[config.mk]
export PLATFORM = sky130hd
export DESIGN_NAME = first_fit_segment_allocator_top
export DESIGN_NICKNAME = d
export VERILOG_FILES = /design/src/rtl/ffsa_pkg.sv /design/src/rtl/first_fit_segment_allocator_top.sv /design/src/rtl/ffsa_cmp.sv
export SDC_FILE = /design/constraint.sdc
export NUM_CORES = 2
export LEC_CHECK = 0
export BUFFER_PORTS_ARGS = -buffer_cell sky130_fd_sc_hd__clkbuf_2
export CORE_MARGIN = 10
export CORE_UTILIZATION = 58
export CTS_CLUSTER_DIAMETER = 200
export CTS_CLUSTER_SIZE = 12
export DETAILED_ROUTE_END_ITERATION = 16
export PLACE_DENSITY_LB_ADDON = 0.2
export SYNTH_ARGS = -nofsm -noshare
export SYNTH_HDL_FRONTEND = slang
export SYNTH_SLANG_ARGS = --single-unit
[constraint.sdc]
create_clock -name i_clk -period 6.5 [get_ports i_clk]
set_input_delay 0.325 -clock i_clk [delete_from_list [all_inputs] [get_ports i_clk]]
set_output_delay 0.325 -clock i_clk [all_outputs]
set_load 0.02 [all_outputs]
[src/rtl/ffsa_pkg.sv]
package ffsa_pkg;

    localparam int unsigned SIZE_W   = 17;
    localparam int unsigned GADDR_W  = 16;
    localparam int unsigned STATUS_W = 3;
    localparam int unsigned OWNER_W  = 8;
    localparam int unsigned ADDR_BITS = 16;
    localparam int unsigned ID_BITS   = 8;

    typedef enum logic [STATUS_W-1:0] {
        ST_OK         = 3'd0,
        ST_ZERO_SIZE  = 3'd1,
        ST_TOO_BIG    = 3'd2,
        ST_NO_FIT     = 3'd3,
        ST_NO_OWNER   = 3'd4,
        ST_TABLE_FULL = 3'd5
    } t_status;

    typedef enum logic {
        KIND_ALLOC = 1'b0,
        KIND_FREE  = 1'b1
    } t_kind;

    localparam logic REG_TOTAL_SIZE = 1'b0;

    // compare unit request
    typedef struct packed {
        logic                want_free;
        logic [SIZE_W-1:0]   size;
        logic [OWNER_W-1:0]  owner;
    } t_cmp_req;

endpackage

[src/rtl/first_fit_segment_allocator_top.sv]
// channel   direction  signals
// config    in/out     psel penable pwrite paddr pwdata prdata pready
// request   in         i_start i_kind i_owner_id i_request_size, o_busy
// result    out        o_valid o_granted_address o_status o_free_space
//
// a request goes from accept to result beat through a scan with one compare per
// scanned segment in the table, a merge walk over the table, and a move of each
// entry shifted by a split or a merge
// reset and a total_size write leave one free segment covering the memory
// the result beat is shown for one cycle and cannot be held off
module first_fit_segment_allocator_top #(
    parameter int unsigned MAX_SEGMENTS = 16
) (
    input  logic                               i_clk,
    input  logic                               i_rst_n,
    input  logic                               psel,
    input  logic                               penable,
    input  logic                               pwrite,
    input  logic                               paddr,
    input  logic [31:0]                        pwdata,
    output logic [31:0]                        prdata,
    output logic                               pready,
    input  logic                               i_start,
    output logic                               o_busy,
    input  logic                               i_kind,
    input  logic [ffsa_pkg::OWNER_W-1:0]       i_owner_id,
    input  logic [ffsa_pkg::SIZE_W-1:0]        i_request_size,
    output logic                               o_valid,
    output logic [ffsa_pkg::GADDR_W-1:0]       o_granted_address,
    output logic [ffsa_pkg::STATUS_W-1:0]      o_status,
    output logic [ffsa_pkg::SIZE_W-1:0]        o_free_space
);
    import ffsa_pkg::*;

    localparam int unsigned IW = $clog2(MAX_SEGMENTS);
    localparam int unsigned CW = $clog2(MAX_SEGMENTS + 1);
    localparam int unsigned LW = ADDR_BITS + 1;
    localparam logic [LW-1:0] CAP = LW'(1) << ADDR_BITS;

    typedef enum logic [6:0] {
        S_IDLE  = 7'b0000001,
        S_SCAN  = 7'b0000010,
        S_DECIDE= 7'b0000100,
        S_OPEN  = 7'b0001000,
        S_MERGE = 7'b0010000,
        S_DROP  = 7'b0100000,
        S_DONE  = 7'b1000000
    } t_state;

    t_state r_state, n_state;

    logic [LW-1:0]      r_base  [MAX_SEGMENTS];
    logic [LW-1:0]      r_len   [MAX_SEGMENTS];
    logic [ID_BITS-1:0] r_own   [MAX_SEGMENTS];
    logic [MAX_SEGMENTS-1:0] r_free;
    logic [CW-1:0]      r_count;
    logic [LW-1:0]      r_free_total;
    logic [LW-1:0]      r_total;

    logic [CW-1:0]      r_idx;
    logic [CW-1:0]      r_hit_idx;
    logic               r_found;
    logic [CW-1:0]      r_mv;
    logic               r_kind;
    logic [ID_BITS-1:0] r_owner;
    logic [LW-1:0]      r_size;
    t_status            r_status;
    logic [LW-1:0]      r_addr;

    logic               wr_cfg;
    logic [LW-1:0]      cfg_size;
    t_cmp_req           cmp_req;
    logic               cmp_hit;
    logic [IW-1:0]      scan_i;
    logic [OWNER_W-1:0] own_ext;
    logic [SIZE_W-1:0]  len_ext;
    logic [IW-1:0]      hit_i;
    t_status            dec_status;
    logic               dec_go;
    logic               dec_split;
    logic               mg_end;
    logic               mg_pair;

    assign pready = 1'b1;
    assign prdata = 32'(r_total);
    assign wr_cfg = psel && penable && pwrite && (paddr == REG_TOTAL_SIZE);

    always_comb begin
        logic [SIZE_W-1:0] v;
        v = pwdata[SIZE_W-1:0];
        if (v == '0) begin
            cfg_size = LW'(1);
        end else if (SIZE_W'(v) > SIZE_W'(CAP)) begin
            cfg_size = CAP;
        end else begin
            cfg_size = LW'(v);
        end
    end

    assign scan_i  = r_idx[IW-1:0];
    assign hit_i   = r_hit_idx[IW-1:0];
    assign own_ext = OWNER_W'(r_own[scan_i]);
    assign len_ext = SIZE_W'(r_len[scan_i]);
    assign cmp_req = '{want_free: r_kind, size: SIZE_W'(r_size),
                       owner: OWNER_W'(r_owner)};

    ffsa_cmp u_cmp (
        .i_req     (cmp_req),
        .i_is_free (r_free[scan_i]),
        .i_length  (len_ext),
        .i_owner   (own_ext),
        .o_hit     (cmp_hit)
    );

    assign o_busy = (r_state != S_IDLE);

    assign mg_end  = (r_idx + CW'(1) >= r_count);
    assign mg_pair = r_free[scan_i] && r_free[IW'(r_idx + CW'(1))];

    always_comb begin
        dec_status = ST_OK;
        dec_go     = 1'b0;
        dec_split  = (r_len[hit_i] > r_size);
        if (r_kind == KIND_FREE) begin
            if (!r_found) begin
                dec_status = ST_NO_OWNER;
            end else begin
                dec_go = 1'b1;
            end
        end else if (r_size == '0) begin
            dec_status = ST_ZERO_SIZE;
        end else if (r_size > r_total) begin
            dec_status = ST_TOO_BIG;
        end else if (!r_found) begin
            dec_status = ST_NO_FIT;
        end else if (dec_split && r_count >= CW'(MAX_SEGMENTS)) begin
            dec_status = ST_TABLE_FULL;
        end else begin
            dec_go = 1'b1;
        end
    end

    always_comb begin
        n_state = r_state;
        case (r_state)
            S_IDLE:   if (i_start) n_state = S_SCAN;
            S_SCAN:   if (r_idx >= r_count || cmp_hit) n_state = S_DECIDE;
            S_DECIDE: begin
                if (!dec_go) begin
                    n_state = S_DONE;
                end else if (r_kind == KIND_ALLOC && dec_split) begin
                    n_state = S_OPEN;
                end else begin
                    n_state = S_MERGE;
                end
            end
            S_OPEN:   if (r_mv <= r_hit_idx + CW'(1)) n_state = S_MERGE;
            S_MERGE: begin
                if (mg_end) begin
                    n_state = S_DONE;
                end else if (mg_pair) begin
                    n_state = S_DROP;
                end
            end
            S_DROP:   if (r_mv + CW'(1) >= r_count) n_state = S_MERGE;
            S_DONE:   n_state = S_IDLE;
            default:  n_state = S_IDLE;
        endcase
    end

    // merge pointer walks r_idx; drop shifts entries above r_mv down one per cycle
    always_ff @(posedge i_clk) begin
        if (!i_rst_n) begin
            r_state      <= S_IDLE;
            r_count      <= CW'(1);
            r_free       <= MAX_SEGMENTS'(1);
            r_base[0]    <= '0;
            r_len[0]     <= CAP;
            r_total      <= CAP;
            r_free_total <= CAP;
            o_valid      <= 1'b0;
        end else begin
            o_valid <= (r_state == S_DONE);
            if (wr_cfg) begin
                r_total      <= cfg_size;
                r_free_total <= cfg_size;
                r_count      <= CW'(1);
                r_free       <= MAX_SEGMENTS'(1);
                r_base[0]    <= '0;
                r_len[0]     <= cfg_size;
            end
            r_state <= n_state;
            case (r_state)
                S_IDLE: begin
                    r_idx   <= '0;
                    r_found <= 1'b0;
                    r_kind  <= i_kind;
                    r_owner <= i_owner_id[ID_BITS-1:0];
                    r_size  <= LW'(i_request_size);
                    r_addr  <= '0;
                end
                S_SCAN: begin
                    if (r_idx < r_count && cmp_hit) begin
                        r_found   <= 1'b1;
                        r_hit_idx <= r_idx;
                    end else if (r_idx < r_count) begin
                        r_idx <= r_idx + CW'(1);
                    end
                end
                S_DECIDE: begin
                    r_status <= dec_status;
                    if (dec_go) begin
                        r_idx <= '0;
                        if (r_kind == KIND_FREE) begin
                            r_free[hit_i] <= 1'b1;
                            r_free_total  <= r_free_total + r_len[hit_i];
                        end else begin
                            r_addr        <= r_base[hit_i];
                            r_free[hit_i] <= 1'b0;
                            r_own[hit_i]  <= r_owner;
                            r_free_total  <= r_free_total - r_size;
                            if (dec_split) begin
                                r_mv <= r_count;
                            end
                        end
                    end
                end
                S_OPEN: begin
                    if (r_mv > r_hit_idx + CW'(1)) begin
                        r_base[r_mv[IW-1:0]] <= r_base[IW'(r_mv - CW'(1))];
                        r_len[r_mv[IW-1:0]]  <= r_len[IW'(r_mv - CW'(1))];
                        r_own[r_mv[IW-1:0]]  <= r_own[IW'(r_mv - CW'(1))];
                        r_free[r_mv[IW-1:0]] <= r_free[IW'(r_mv - CW'(1))];
                        r_mv <= r_mv - CW'(1);
                    end else begin
                        r_base[IW'(r_hit_idx + CW'(1))] <= r_base[hit_i] + r_size;
                        r_len[IW'(r_hit_idx + CW'(1))]  <= r_len[hit_i] - r_size;
                        r_free[IW'(r_hit_idx + CW'(1))] <= 1'b1;
                        r_len[hit_i] <= r_size;
                        r_count      <= r_count + CW'(1);
                    end
                end
                S_MERGE: begin
                    if (!mg_end) begin
                        if (mg_pair) begin
                            r_len[scan_i] <= r_len[scan_i] + r_len[IW'(r_idx + CW'(1))];
                            r_mv          <= r_idx + CW'(1);
                        end else begin
                            r_idx <= r_idx + CW'(1);
                        end
                    end
                end
                S_DROP: begin
                    if (r_mv + CW'(1) < r_count) begin
                        r_base[r_mv[IW-1:0]] <= r_base[IW'(r_mv + CW'(1))];
                        r_len[r_mv[IW-1:0]]  <= r_len[IW'(r_mv + CW'(1))];
                        r_own[r_mv[IW-1:0]]  <= r_own[IW'(r_mv + CW'(1))];
                        r_free[r_mv[IW-1:0]] <= r_free[IW'(r_mv + CW'(1))];
                        r_mv    <= r_mv + CW'(1);
                    end else begin
                        r_count <= r_count - CW'(1);
                    end
                end
                S_DONE: begin
                    o_granted_address <= GADDR_W'(r_addr);
                    o_status          <= r_status;
                    o_free_space      <= SIZE_W'(r_free_total);
                end
                default: ;
            endcase
        end
    end

    assert property (@(posedge i_clk) disable iff (!i_rst_n)
        r_count >= CW'(1) && r_count <= CW'(MAX_SEGMENTS))
        else $error("segment count out of range");
    assert property (@(posedge i_clk) disable iff (!i_rst_n)
        o_valid |-> r_state == S_IDLE)
        else $error("result beat outside idle");
    assert property (@(posedge i_clk) disable iff (!i_rst_n)
        r_free_total <= r_total)
        else $error("free total above size");
    assert property (@(posedge i_clk) disable iff (!i_rst_n)
        o_valid |-> (o_status == ST_OK || o_granted_address == '0))
        else $error("address on error");
endmodule

[src/rtl/ffsa_cmp.sv]
module ffsa_cmp (
    input  ffsa_pkg::t_cmp_req                 i_req,
    input  logic                               i_is_free,
    input  logic [ffsa_pkg::SIZE_W-1:0]        i_length,
    input  logic [ffsa_pkg::OWNER_W-1:0]       i_owner,
    output logic                               o_hit
);
    import ffsa_pkg::*;

    always_comb begin
        if (i_req.want_free) begin
            o_hit = !i_is_free && (i_owner == i_req.owner);
        end else begin
            o_hit = i_is_free && (i_length >= i_req.size);
        end
    end
endmodule

**Word level (Yosys, flattened, before mapping)**

Memory sizes are Yosys's and may differ from the RTL's. A register that Yosys moved wholly into a read port is not among the register bits.
Cells that the tools add are included.

- Output and inout port bits: 71
- Flip-flop bits (word level): 160
- Logic and storage cells: 244
- Bits of input ports: 65
- Memories kept: 3
- Memory bits (writable): 672

- $lt $le $gt $ge: 22
- Eq/ne operators: 25
- Add/sub/neg operators: 11
- Bitwise logic cells: 11
- Mux-type cells: 121
- Reduce and logical (&&, ||, !) cells: 33

Memories:

| memory | words | width | rd ports | clocked after Yosys merged registers in | write ports | line | source |
|---|---|---|---|---|---|---|---|
| r_base | 16 | 17 | 3 | 1 | 2 | first_fit_segment_allocator_top.sv:52 | `logic [LW-1:0] r_base [MAX_SEGMENTS];` |
| r_len | 16 | 17 | 5 | 2 | 3 | first_fit_segment_allocator_top.sv:53 | `logic [LW-1:0] r_len [MAX_SEGMENTS];` |
| r_own | 16 | 8 | 3 | 1 | 1 | first_fit_segment_allocator_top.sv:54 | `logic [ID_BITS-1:0] r_own [MAX_SEGMENTS];` |

Operators by type and width:

| operator | count |
|---|---|
| $mux 17 | 13 |
| $mux 16 | 8 |
| $mux 5 | 16 |
| $add 17x17->17 | 3 |
| $reduce_or 17->1 | 3 |
| $mux 7 | 7 |
| $pmux 16 s3 | 1 |
| $mux 1 | 45 |
| $pmux 7 s6 | 1 |
| $pmux 5 s4 | 2 |
| $lt 4x5->1 const B | 7 |
| $gt 17x17->1 | 2 |
| $logic_not 17->1 | 2 |
| $sub 17x17->17 | 2 |
| $bwmux 16 | 2 |
| $mux 4 | 8 |
| $or 16x16->16 | 2 |
| $pmux 16 s2 | 1 |
| $ne 2x2->1 const B | 15 |
| $add 5x1->5 const B | 4 |
| $mux 3 | 6 |
| $ge 17x17->1 | 1 |
| $gt 17x17->1 const B | 1 |
| $and 16x16->16 | 1 |
| 37 further kinds | 70 |

**Longest topological paths before layout**

- Depth after elaboration: 12
- Gate-level depth with buffers: 20
- Mapped depth without buffers: 17

**Modules after synthesis**

Synthesis repeated with hierarchy kept, for this count alone.

- Cell total of the unflattened synthesis: 4,039
- Area total of the unflattened synthesis: 55,963.7 um^2

Modules (own cells, without submodules):

| module | instances | cells an instance | seq. area each (um^2) | area each (um^2) |
|---|---|---|---|---|
| first_fit_segment_allocator_top | 1 | 3,966 | 24,033.0 | 55,431.9 |
| ffsa_cmp | 1 | 73 | 0.0 | 531.8 |

**Worst setup path after synthesis**

No wires, ideal clock.

- Path type: reg2reg
- Start point: register (tool-made name)
- End point: register r_mv[0], enable pin
- Cell stages (with the launch flop): 18
- Setup time: 0.398 ns
- Period minus slack after synthesis: 6.271 ns
- Required time: 6.102 ns
- Arrival time: 5.874 ns
- Setup slack: 0.229 ns
- Buffers on the path: 5
- Path through: dfxtp_1 -> clkbuf_1 -> buf_2 -> buf_1 -> clkbuf_1 -> mux4_2 -> mux4_2 -> inv_1 -> ha_1 -> nor2b_1 -> o31a_1 -> o31a_1 -> nor4b_1 -> nor3b_1 -> o31ai_2 -> clkbuf_1 -> o21ai_0 -> a2111oi_0

RTL lines:

| item | line | source |
|---|---|---|
| end signal, assigned | first_fit_segment_allocator_top.sv:223 | `r_mv <= r_count;` |
| end signal, assigned | first_fit_segment_allocator_top.sv:234 | `r_mv <= r_mv - CW'(1);` |
| end signal, assigned | first_fit_segment_allocator_top.sv:247 | `r_mv <= r_idx + CW'(1);` |
| end, declared | first_fit_segment_allocator_top.sv:63 | `logic [CW-1:0] r_mv;` |

==> impl_metrics.yaml <==
floorplanning:
  io_pins: 136
  num_rows: 113
  core_um2: 95400
  die-width_um: 331
  die_h_um: 331
  initial_utilization_pct: 58.8
  floorplan.die_area_um2: 110000
timing:
  fin_crit_ns: 6.00
  tightest_slew_ns: 1.07
  finalClockSkew_ns: 0.0401
  hold_viol: 0
  fmax_mhz: 167
  rsz0062_at_grt: "no"
  slew_headroom_pct: 28.5
  finalCritPeriodShare_pct: 92.3
  maxSlewViolCount: 0
  tns_ns: 0
  finalSetupViolCount: 0
pwr:
  power.switching_uw: 5310
  p_per_area_nw_per_um2: 258
  clock_power_share_pct: 27.3
  p_sw_share_pct: 33.6
  seqPwrFrac_pct: 39.7
  p_leak_uw: 0.0206
  vdd_drop_max_uv: 240
  p_int_uw: 10500
  power_frac_comb_pct: 33.0
clocking:
  cts_max_level: 3
  worstSkewPairLatency_ns: 0.69
  numCtsBuffers: 78
  cts_root_buffer: "clkbuf_16"
  cts_buffer_depth: 3
  cts_resized: 0
  clock_sinks: 824
  cts_hold_buf: 37
  tritoncts: "done"
  path_clk_slew_ns: 0.07
  cts_setup_buffers: 0
yosys:
  synth-simple-area-share_pct: 7.35
  ys.flop_type: "edfxtp_1"
  yosys-top-cells-count: "788 x mux4_2, 753 x edfxtp_1, 404 x nor2_1, 369 x a21oi_1, 221 x clkbuf_1"
  synth_compound_area_share_pct: 8.58
  synthMuxAreaShare_pct: 33.3
  synth_edf_count: 753
  synth_seq_cells: 824
  synth_top_area_share_pct: 40.3
  ys_async_sr_fraction_pct: 0
  synth_top_family_by_area: "multiplexers"
  yosysWarnings: 0
  syn_area_um2: 56100
  netlist_instances: 4063
  synth_xor_area_share_pct: 1.36
  synth-adder-area-share_pct: 3.09
  synth_top_cell_by_area: "edfxtp_1"
  synthTopCellsByArea: "edfxtp_1 40%, mux4_2 32%, a21oi_1 3.3%, ha_1 2.9%, nor2_1 2.7%"
  seq_area_frac_synth_pct: 42.9
  synth.avg_cell_area_um2: 13.8
  synth.most_common_cell: "mux4_2"
  synth.distinct_cells: 92
global_route:
  gr-usage-all-layers_pct: 34.4
  grt_max_degree: 118
  grt_pass1_wl_um: 275000
  grt_pass1_vias: 40600
  grt-ovfl-total: 0
  grt_antenna_before_repair: 4
finish:
  fillerInstances: 6890
  nets: 4337
  syn2layout_area_growth_pct: 9.12
  drive_above_1_share_pct: 31.7
  stdcell_count: 5424
critical_path:
  cp.arrival_ns: 6.36
  crit_path_max_fanout: 49
  setup.worst_path.start_class: "flip-flop"
  worstPathRequired_ns: 6.85
  cp-end-kind: "flip-flop"
  path_class: "reg -> reg"
placement:
  placedCellCount: 5284
  dp_hpwl_um: 125000
  io_buffers: 104
  place_congestion: 0.991
run:
  maxCapViolCount: 0
routing:
  first_iter_violations: 6401
  wl_per_cell_um: 34.9
  vias: 41800
  drc: 0
  wl_um: 189000
  drt_pass1_iterations: 8
  viasPerCell: 7.70
  ant_nets: 0
min_path:
  hp-class: "in -> reg"
run_status:
  status: "finished, final reports clean"
## kinds of logic (layout without fill, tap and decap cells)
| kind of cell | Yosys count | after routing |
|---|---|---|
| flip-flops | 824 | 824 |
| multiplexers | 875 | 875 |
| other | 2 | 17 |
| adder cells (fa/ha/maj) | 136 | 136 |
| AO/OA/AOI/OAI | 780 | 780 |
| AND/OR/NAND/NOR | 899 | 899 |
| XOR/XNOR | 85 | 85 |
| buffers and inverters | 462 | 543 |
## power groups by stage
stage	Sequential [uW]	Combinational [uW]	Clock [uW]
floorplan	6100	3830	0
global placement	6370	5020	0
detailed placement	6370	5070	0
CTS	6260	5120	4340
global route	6280	5540	4550
finish	6280	5210	4320
## registers in the layout, indices dropped and copies added (netlist names), 3 cells and up, named ones only
| name | count |
|---|---|
| r_count | 5 |
| r_idx | 5 |
| o_granted_address | 16 |
| o_free_space | 17 |
| r_state | 7 |
| r_addr | 16 |
| r_status | 3 |
| r_hit_idx | 5 |
| r_free_total | 17 |
| r_size | 17 |
| r_free | 16 |
| r_owner | 8 |
| r_total | 17 |
| r_base | 256 |
| o_status | 3 |
| r_len | 272 |
| r_mv | 5 |
| r_own | 128 |
## final timing paths
kind / startpoint / to / slack, ns / cells after the start
max: flip-flop / r_own[14][1]$_DFFE_PP_ / 0.50 / 13
min: pwdata[15] / r_total[15]$_SDFFE_PN0P_ / 0.07 / 3
max reg2reg: flip-flop / r_own[14][1]$_DFFE_PP_ / 0.50 / 13
min reg2reg: r_addr[1]$_SDFFCE_PN0P_ / o_granted_address[1]$_DFFE_PP_ / 0.42 / 0
## worst max-delay path, cell delays in order (launching register included)
cell and delay [ns]:
dfxtp_4 0.97, buf_4 0.35, mux4_2 0.31, mux4_2 0.59
ha_1 0.43, nand4_1 0.22, nor4_1 0.82, a21oi_1 0.22
a2111oi_0 0.52, buf_4 0.21, o21a_1 0.19, nand2_1 0.19
nor2_1 0.33, buf_4 0.29
## placed cells by master, fill, tap and decap left out, types with 73 or more instances in the layout
cell type and count:
a21oi_1 369, buf_4 214, clkbuf_16 78, clkbuf_2 104
edfxtp_1 753, ha_1 130, inv_1 73, mux4_2 788
nand2_1 178, nand3_1 79, nor2_1 386, o21ai_0 100
## area by class of cell
| class | instances | area, um^2 | share of cell area [%] |
|---|---|---|---|
| inverters | 77 | 297 | 0.485 |
| diodes | 1 | 2.50 | 0.00409 |
| repair buffers | 364 | 2680 | 4.38 |
| flip-flops and latches | 824 | 24100 | 39.3 |
| well taps | 1265 | 1580 | 2.59 |
| multi-input cells | 2791 | 30400 | 49.6 |
| clock inverters | 7 | 179 | 0.292 |
| clock buffers | 95 | 2020 | 3.29 |
## metal layers
| layer | track usage, % | routed length [um] | vias up |
|---|---|---|---|
| li1 | - | - | 16700 |
| met2 | 53.0 | 86600 | 3665 |
| met3 | 11.2 | 28500 | 727 |
| met1 | 43.6 | 62400 | 20700 |
| met5 | 0 | 42 | - |
| met4 | 17.5 | 11600 | 6 |
## metrics by stage
stage | util (%) | worst slack [ns] | total power, uW | hold slack, ns | instance area (um^2)
6_report | 64.1 | 0.499 | 15800 | 0.0691 | 61200
5_1_grt | 64.1 | 0.268 | 16400 | 0.0433 | 61200
4_1_cts | 64.1 | 0.679 | 15700 | 0.0169 | 61200
3_5_place_dp | 61.4 | 0.736 | 11400 | 0.405 | 58600
3_3_place_gp | 61.4 | 0.564 | 11400 | 0.403 | 58600
2_1_floorplan | - | 0.229 | 9920 | 0.400 | 56100
Note: power is estimated with default switching activity, not from simulation.
